$ cat src/sv/psu_pkg.sv
// shared types and constants for the png scanline unfilter
`default_nettype none

package psu_pkg;

    localparam int BYTE_W   = 8;
    localparam int CFG_W    = 14;
    localparam int CFG_IDX_W = 1;
    localparam int HIST_N   = 8;
    localparam int HIST_W   = 3;

    typedef enum logic [CFG_IDX_W-1:0] {
        CFG_ROW_BYTES = 1'b0,
        CFG_BPP       = 1'b1
    } cfg_idx_t;

    localparam logic [BYTE_W-1:0] FILT_NONE  = 8'd0;
    localparam logic [BYTE_W-1:0] FILT_SUB   = 8'd1;
    localparam logic [BYTE_W-1:0] FILT_UP    = 8'd2;
    localparam logic [BYTE_W-1:0] FILT_AVG   = 8'd3;
    localparam logic [BYTE_W-1:0] FILT_PAETH = 8'd4;

    typedef struct packed {
        logic [BYTE_W-1:0] a;
        logic [BYTE_W-1:0] b;
        logic [BYTE_W-1:0] c;
    } nbr_t;

endpackage

`default_nettype wire

$ cat src/sv/psu_predict.sv
// filter type decode and none, sub, up, average and paeth reconstruction
`default_nettype none

module psu_predict (
    input  wire logic [psu_pkg::BYTE_W-1:0] filt,
    input  wire logic [psu_pkg::BYTE_W-1:0] raw,
    input  wire psu_pkg::nbr_t              nbr,
    output logic      [psu_pkg::BYTE_W-1:0] recon,
    output logic                            bad
);

    logic [psu_pkg::BYTE_W:0]   sum_ab;
    logic [psu_pkg::BYTE_W:0]   dbl_c;
    logic [psu_pkg::BYTE_W:0]   pa;
    logic [psu_pkg::BYTE_W:0]   pb;
    logic [psu_pkg::BYTE_W:0]   pc;
    logic [psu_pkg::BYTE_W-1:0] paeth;
    logic [psu_pkg::BYTE_W-1:0] avg;

    always_comb
    begin
        sum_ab = {1'b0, nbr.a} + {1'b0, nbr.b};
        dbl_c  = {nbr.c, 1'b0};
        avg    = sum_ab[psu_pkg::BYTE_W:1];
        pa = (nbr.b >= nbr.c) ? {1'b0, nbr.b - nbr.c} : {1'b0, nbr.c - nbr.b};
        pb = (nbr.a >= nbr.c) ? {1'b0, nbr.a - nbr.c} : {1'b0, nbr.c - nbr.a};
        pc = (sum_ab >= dbl_c) ? (sum_ab - dbl_c) : (dbl_c - sum_ab);
        if (pa <= pb && pa <= pc)
        begin
            paeth = nbr.a;
        end
        else if (pb <= pc)
        begin
            paeth = nbr.b;
        end
        else
        begin
            paeth = nbr.c;
        end

        bad = 1'b0;
        case (filt)
            psu_pkg::FILT_NONE:  recon = raw;
            psu_pkg::FILT_SUB:   recon = raw + nbr.a;
            psu_pkg::FILT_UP:    recon = raw + nbr.b;
            psu_pkg::FILT_AVG:   recon = raw + avg;
            psu_pkg::FILT_PAETH: recon = raw + paeth;
            default:
            begin
                recon = raw;
                bad   = 1'b1;
            end
        endcase
    end

endmodule

`default_nettype wire

$ cat config.mk
export PLATFORM = sky130hd
export DESIGN_NAME = psu_predict
export DESIGN_NICKNAME = d
export VERILOG_FILES = /design/src/sv/psu_pkg.sv /design/src/sv/psu_predict.sv
export SDC_FILE = /design/constraint.sdc
export NUM_CORES = 1
export LEC_CHECK = 0
export BUFFER_PORTS_ARGS = -buffer_cell sky130_fd_sc_hd__buf_2
export CORE_ASPECT_RATIO = 1.2
export CORE_MARGIN = 1
export CORE_UTILIZATION = 45
export DETAILED_ROUTE_END_ITERATION = 8
export GPL_TIMING_DRIVEN = 0
export PLACE_DENSITY = 0.68
export SYNTH_ARGS = -nofsm -noshare
export SYNTH_HDL_FRONTEND = slang
export SYNTH_SLANG_ARGS = --single-unit
$ cat constraint.sdc
create_clock -name vclk -period 29.6
set_clock_uncertainty 0.1 [all_clocks]
set_input_delay 5.92 -clock vclk [all_inputs]
set_output_delay 5.92 -clock vclk [all_outputs]
set_load 0.02 [all_outputs]
# Yosys cells after proc, flatten, opt, wreduce, memory -nomap -nowiden
# Index checks and enable logic that the tools add are counted.
# word_totals
in_bits	40
ff_bits	0
# classes
n_addsub	11
n_lt_le_gt_ge	6
reduce_logical	3
eq_ne	4
n_mux	7
# op_table
cell	count
$add 8x8->8	4
$mux 8	4
$pmux 8 s4	1
$sub 8x8->8	4
$le 8x9->1	2
$sub 9x9->9	2
$eq 8x2->1 const B	2
$ge 8x8->1	2
$add 8x8->9	1
$ge 9x9->1	1
$mux 9	1
$eq 8x1->1 const B	1
$eq 8x3->1 const B	1
$le 8x8->1	1
$logic_not 8->1	1
$reduce_or 5->1	1
$logic_and 1x1->1	1
$mux 1	1

# Longest topological paths before layout
# Gate-level depths: netlist of the first run.
# depth
depth_word	8
ltp_mapped	43

# Worst setup path before layout of the first run
# Ideal clock, no wire load.
# synth_timing
path_type	in2out
from	input port nbr[8] (netlist bit)
to	output port recon[7] (netlist bit)
path_stages	41
path_slack_ns	9.860
path_buffers	2
t_arrival_ns	13.720
path_cell_list	ha_1 -> inv_1 -> fa_1 -> nor2b_1 -> o21ai_0 -> a21boi_0 -> o21ai_0 -> nand2_1 -> xor2_1 -> ha_1 -> clkbuf_1 -> nand4_1 -> o21bai_1 -> a21oi_1 -> nand2_1 -> o32a_1 -> nand2_1 -> nand2_1 -> (+5 left out) -> nand3_1 -> or4_4 -> a41oi_2 -> nand2b_1 -> buf_4 -> nand2_4 -> o221ai_1 -> ha_1 -> a21o_1 -> a21oi_1 -> o21bai_1 -> a21oi_1 -> nor2_1 -> a211oi_1 -> o2111a_1 -> o21bai_1 -> nor4bb_1 -> nor4_1
# synth_between
elab_chain_cells	8
# synth_rtl
element	line	text
start, declared	psu_predict.sv:7	input wire psu_pkg::nbr_t nbr,
$add 8x8->9	psu_predict.sv:22	sum_ab = {1'b0, nbr.a} + {1'b0, nbr.b};
$sub 9x9->9 / $ge 9x9->1 (equally long branches)	psu_predict.sv:27	pc = (sum_ab >= dbl_c) ? (sum_ab - dbl_c) : (dbl_c - sum_ab);
$mux 9	psu_predict.sv:27	
$le 8x9->1, on equally long branches	psu_predict.sv:32, psu_predict.sv:28	
$mux 8 / $logic_and 1x1->1 (equally long branches)	psu_predict.sv:32, psu_predict.sv:28	
$mux 8	psu_predict.sv:28	if (pa <= pb && pa <= pc)
$add 8x8->8	psu_predict.sv:47	psu_pkg::FILT_PAETH: recon = raw + paeth;
$pmux 8 s4 (*)	psu_predict.sv:42	case (filt)
end, declared	psu_predict.sv:8	output logic [psu_pkg::BYTE_W-1:0] recon,
# Every way passes the cells marked *; elsewhere a longest branch is shown, timed or not.

# Worst setup path after layout of the first run
# Ends and elaborated chain as after synthesis.

==> results.cfg, run 1 <==
[detailed_routing]
maxUsedRoutingLayer = met4
met2WireLength_mm = 5.48
vias = 3661
wl_met3_microns = 340
dr.pass1.iters = 5
met1_length_mm = 4.38
ant_nets = 0
wl_per_cell_microns = 17.4
drc = 0
drt-initial-drc-count = 182
viasPerCell = 5.91
drt_wl_total_mm = 10.7

[placed_design]
gp_congestion = 0.961
dpl.hpwl_mm = 9.42
port_buffers = 48
place_area_sq_um = 3890

[cts]
cts_resized = 0
post-cts-setup-buffer-count = 0
cts_hold_buf = 0

[job]
cap_violations = 0

[pwr]
peakVddDrop_v = 0.0000174
cellPowerDensity_nw_per_um2 = 41.2
leakagePower_nw = 2.03
power_mw = 0.160

[synthesis]
syn_area_per_cell_sq_um = 7.38
synth_cell_type_count = 64
yosysWarnings = 0
syn-num-nets = 609
seq_area_frac_synth_pct = 0
syn-cell-area_sq_um = 3530
synth_cells = 479

[final_layout]
clkbuf_count = 0
antenna_cells = 0
nets = 659
stdcell_area_sq_um = 3890
drive_above_1_share_pct = 13.5
nFillCells = 757
seq_area_sq_um = 0
seq_cell_count = 0
area_growth_pct = 10.1

[global_route]
grt_start_max_net_pins = 11
antenna_found_initial = 0
grt_pass1_wl_mm = 17.2
grt_pass1_vias = 3654
grtUsageTotal_pct = 25.6
grt.overflow.total = 0

[critical_path]
crit_type = primary input to output pin
max_stage_delay_ns = 0.48
crit_path_top_delay_cell = o32a_1
crit_path_frequent_cell = a21oi_1
worstPathRequired_ns = 23.58
crit_path_end_kind = output pin
cp_max_fo = 10
worstPathArrival_ns = 15.37
worst_setup_path_start_kind = primary input

[timing]
rsz0062_at_grt = false
fmax_ghz = 0.0467
finalSetupViolCount = 0
finalCritPeriodShare_pct = 72.3
slew_violations = 0
finalHoldViolations = 0
tightestPinTransition_ns = 1.10
min_period_ns = 21.39
tns_ns = 0
slew_headroom_pct = 26.3

[floorplanning]
fp-row-count = 35
core-area_sq_um = 7660
initial_utilization_pct = 46.1
die_y_microns = 99.1
die_area_sq_um = 8210
die_w_microns = 82.9
ioPinCount = 49

[status]
status = finished clean

[min_path]
hold_class = primary input to output pin
==> placed cells by master, fill, tap and decap left out, types with 6 or more instances in the layout <==
| cell | netlist | final |
|---|---|---|
| fa_1 | 8 | 8 |
| buf_2 | 1 | 49 |
| a211oi_1 | 7 | 7 |
| ha_1 | 82 | 82 |
| xnor2_1 | 18 | 18 |
| a21o_1 | 15 | 15 |
| a21oi_1 | 35 | 35 |
| nand3_1 | 14 | 14 |
| mux2i_1 | 11 | 11 |
| nor2_1 | 24 | 24 |
| and3_1 | 7 | 7 |
| o221ai_1 | 7 | 7 |
| mux2_2 | 8 | 8 |
| clkbuf_1 | 8 | 8 |
| a31oi_1 | 9 | 9 |
| xor2_1 | 11 | 11 |
| o21ai_0 | 28 | 28 |
| nand2_1 | 50 | 50 |
| inv_1 | 58 | 58 |
| o21bai_1 | 6 | 6 |
==> cell families after synthesis <==
kind of cell               after synthesis  synth area share (%)
xor gates and xnor gates                29                  7.19
AOI/OAI and AO/OA                      145                  28.8
adders and majority gates               90                  33.6
muxes                                   19                  5.67
buffers and inverters                   69                  7.47
and+or+nand+nor                        127                  17.4
==> final cells by class <==
cell class | count | area (sq um) | area share [%]
plain buffers | 10 | 42.5 | 1.09
multi-input cells | 410 | 3270 | 84.1
well taps | 92 | 115 | 2.96
inverters | 59 | 221 | 5.69
repair buffers | 48 | 240 | 6.18
==> worst paths after layout <==
check / start / end / cells after the start
setup / recovery: nbr[8] / recon[7] / 43
hold / removal: raw[3] / recon[3] / 4
==> worst max-delay path: cells and delay by family <==
family	cells	cell delay, ns
XOR/XNOR	2	0.53
buffers and inverters	5	0.99
AND/OR/NAND/NOR	12	1.87
adder cells (fa/ha/maj)	5	1.47
AO/OA/AOI/OAI	19	4.61
==> synthesized netlist by cell type, drive strengths merged, types with 3 or more instances <==
cell type	number	area, sq um
a21o	15	113
xor2	11	96.3
and2	5	31.3
and3	7	43.8
mux2i	11	110
nand2	51	199
inv	59	221
xnor2	18	158
clkbuf	8	30.0
a21boi	4	30.0
ha	82	1030
nor2b	5	31.3
o21ai	29	145
nor2	24	90.1
a211oi	8	65.1
nand2b	4	25.0
nand4	5	31.3
a31oi	10	68.8
o21a	5	37.5
o221ai	7	61.3
o21bai	6	45.0
a221o	3	30.0
fa	8	160
a21oi	36	184
mux2	8	90.1
nand3	14	70.1
==> stage by stage <==
step                utilization, %  worst slack (ns)  hold WS, ns  cells
finish                        50.7              8.21        12.09    619
global route                  50.7              7.59        12.10    619
CTS                           50.7              8.26        12.09    619
detailed placement            50.7              8.31        12.08    619
global placement              50.7              8.43        12.08    619
floorplan                        -              9.86        11.93    479
==> report_power, final <==
part	leakage [nW]	switching [mW]	internal [mW]
registers	0	0	0
clock network	0	0	0
logic	2.03	0.0951	0.0650
total	2.03	0.0951	0.0650
==> routing by layer <==
layer	track usage, %	vias to the layer above
met2	49.2	113
met1	28.7	1696
met4	12.5	0
li1	-	1823
met5	0	-
met3	0.838	29
No activity file was read; power rests on OpenSTA's default activity.
==> inputs of run 2 (changes only) <==
- clock period: 29.6 -> 21.7 ns (I/O delays scaled with it)
==> run 2 against run 1 <==
Die area did not move. Power is 37% higher. First-iteration DRC count shrank 8.2%. Count of clock-buffer cells in the layout is the same. Worst setup slack got worse by 4.8 ns. Critical path type unchanged.
==> results.cfg, run 2 (synthesis gave the netlist of run 1 again) <==
[status]
status = finished clean

[final_layout]
layout_common_cells = ha_1, inv_1, nand2_1
nets = 659
stdcell_count = 619
drive_above_1_share_pct = 13.5
clkbuf_count = 0
mostFrequentLayoutCell = ha_1
seq_area_sq_um = 0
post-route-util_pct = 50.7
antenna_cells = 0
area_growth_pct = 10.1
seq_cell_count = 0

[job]
cap_violations = 0

[timing]
fmax_ghz = 0.0547
finalCritPeriodShare_pct = 84.3
finalHoldViolations = 0
slew_violations = 0
tns_ns = 0
min_period_ns = 18.29
finalSetupViolCount = 0
tightestPinTransition_ns = 1.10
slew_headroom_pct = 26.0
rsz0062_at_grt = false

[floorplanning]
core-area_sq_um = 7660
die_y_microns = 99.1
fp-row-count = 35
die_w_microns = 82.9
initial_utilization_pct = 46.1
ioPinCount = 49
die_area_sq_um = 8210

[critical_path]
setup.worst_path.start = nbr[8]
crit_path_end_kind = output pin
cp_max_fo = 10
crit_type = primary input to output pin
crit_path_frequent_cell = a21oi_1
worst_setup_path_start_kind = primary input
max_stage_delay_ns = 0.48
cp_num_buf_inv = 5
path_delay_family = compound AO/OA/AOI/OAI gates
crit_path_top_delay_cell = o32a_1
worstPathArrival_ns = 13.85
worstPathRequired_ns = 17.26

[detailed_routing]
ant_nets = 0
dr.pass1.iters = 4
vias = 3669
viasPerCell = 5.93
drt_wl_total_mm = 10.7
wl_per_cell_microns = 17.3
drc = 0
drt-initial-drc-count = 167

[placed_design]
dpl.hpwl_mm = 9.42
port_buffers = 48
gp_congestion = 0.961
dp.cells = 619

[global_route]
grt_pass1_vias = 3652
grtUsageTotal_pct = 25.6
grt_pass1_wl_mm = 17.2
grt.overflow.total = 0
grt_start_max_net_pins = 11
antenna_found_initial = 0

[pwr]
peakVddDrop_v = 0.0000240
power_mw = 0.219
leakagePower_nw = 2.03
cellPowerDensity_nw_per_um2 = 56.4

[min_path]
hold_class = primary input to output pin
min-delay-start = raw[3]

[cts]
post-cts-setup-buffer-count = 0
cts_hold_buf = 0
cts_resized = 0
==> run 2: cell counts in the layout (fill, tap and decap cells not counted) <==
No cell type changed its count.
==> run 2: layout make-up <==
type / count / area, sq um
buffer: 10 / 42.5
fill: 757 / 3770
inverter: 59 / 221
multi-input combinational: 410 / 3270
tap: 92 / 115
timing repair buffer: 48 / 240
==> run 2: power breakdown <==
group / total [mW] / internal (mW) / switching, mW
registers: 0 / 0 / 0
logic: 0.219 / 0.0888 / 0.130
clock network: 0 / 0 / 0
==> run 2: final timing paths <==
kind	cells after the start	slack (ns)	end
worst max-delay path	43	3.41	recon[7]
worst min-delay path	4	8.93	recon[3]
==> run 2: worst min-delay path, delay by kind of cell <==
family / cells / cell delay (ns)
AO/OA/AOI/OAI: 1 / 0.05
buffers and inverters: 2 / 0.25
AND/OR/NAND/NOR: 1 / 0.04
==> run 2: metrics by stage <==
| step | setup slack, ns | hold WS [ns] | cell area, sq um |
|---|---|---|---|
| detailed placement | 3.57 | 8.92 | 3890 |
| global placement | 3.69 | 8.92 | 3890 |
| floorplan | 5.12 | 8.77 | 3530 |
| global route | 2.79 | 8.94 | 3890 |
| finish | 3.41 | 8.93 | 3890 |
| CTS | 3.52 | 8.93 | 3890 |
==> run 2: per-layer routing <==
layer | share of wire, % | GRT usage, %
met5 | 0 | 0
met1 | 41 | 28.8
met4 | 5.3 | 12.6
met3 | 3.1 | 0.838
met2 | 51 | 49.2
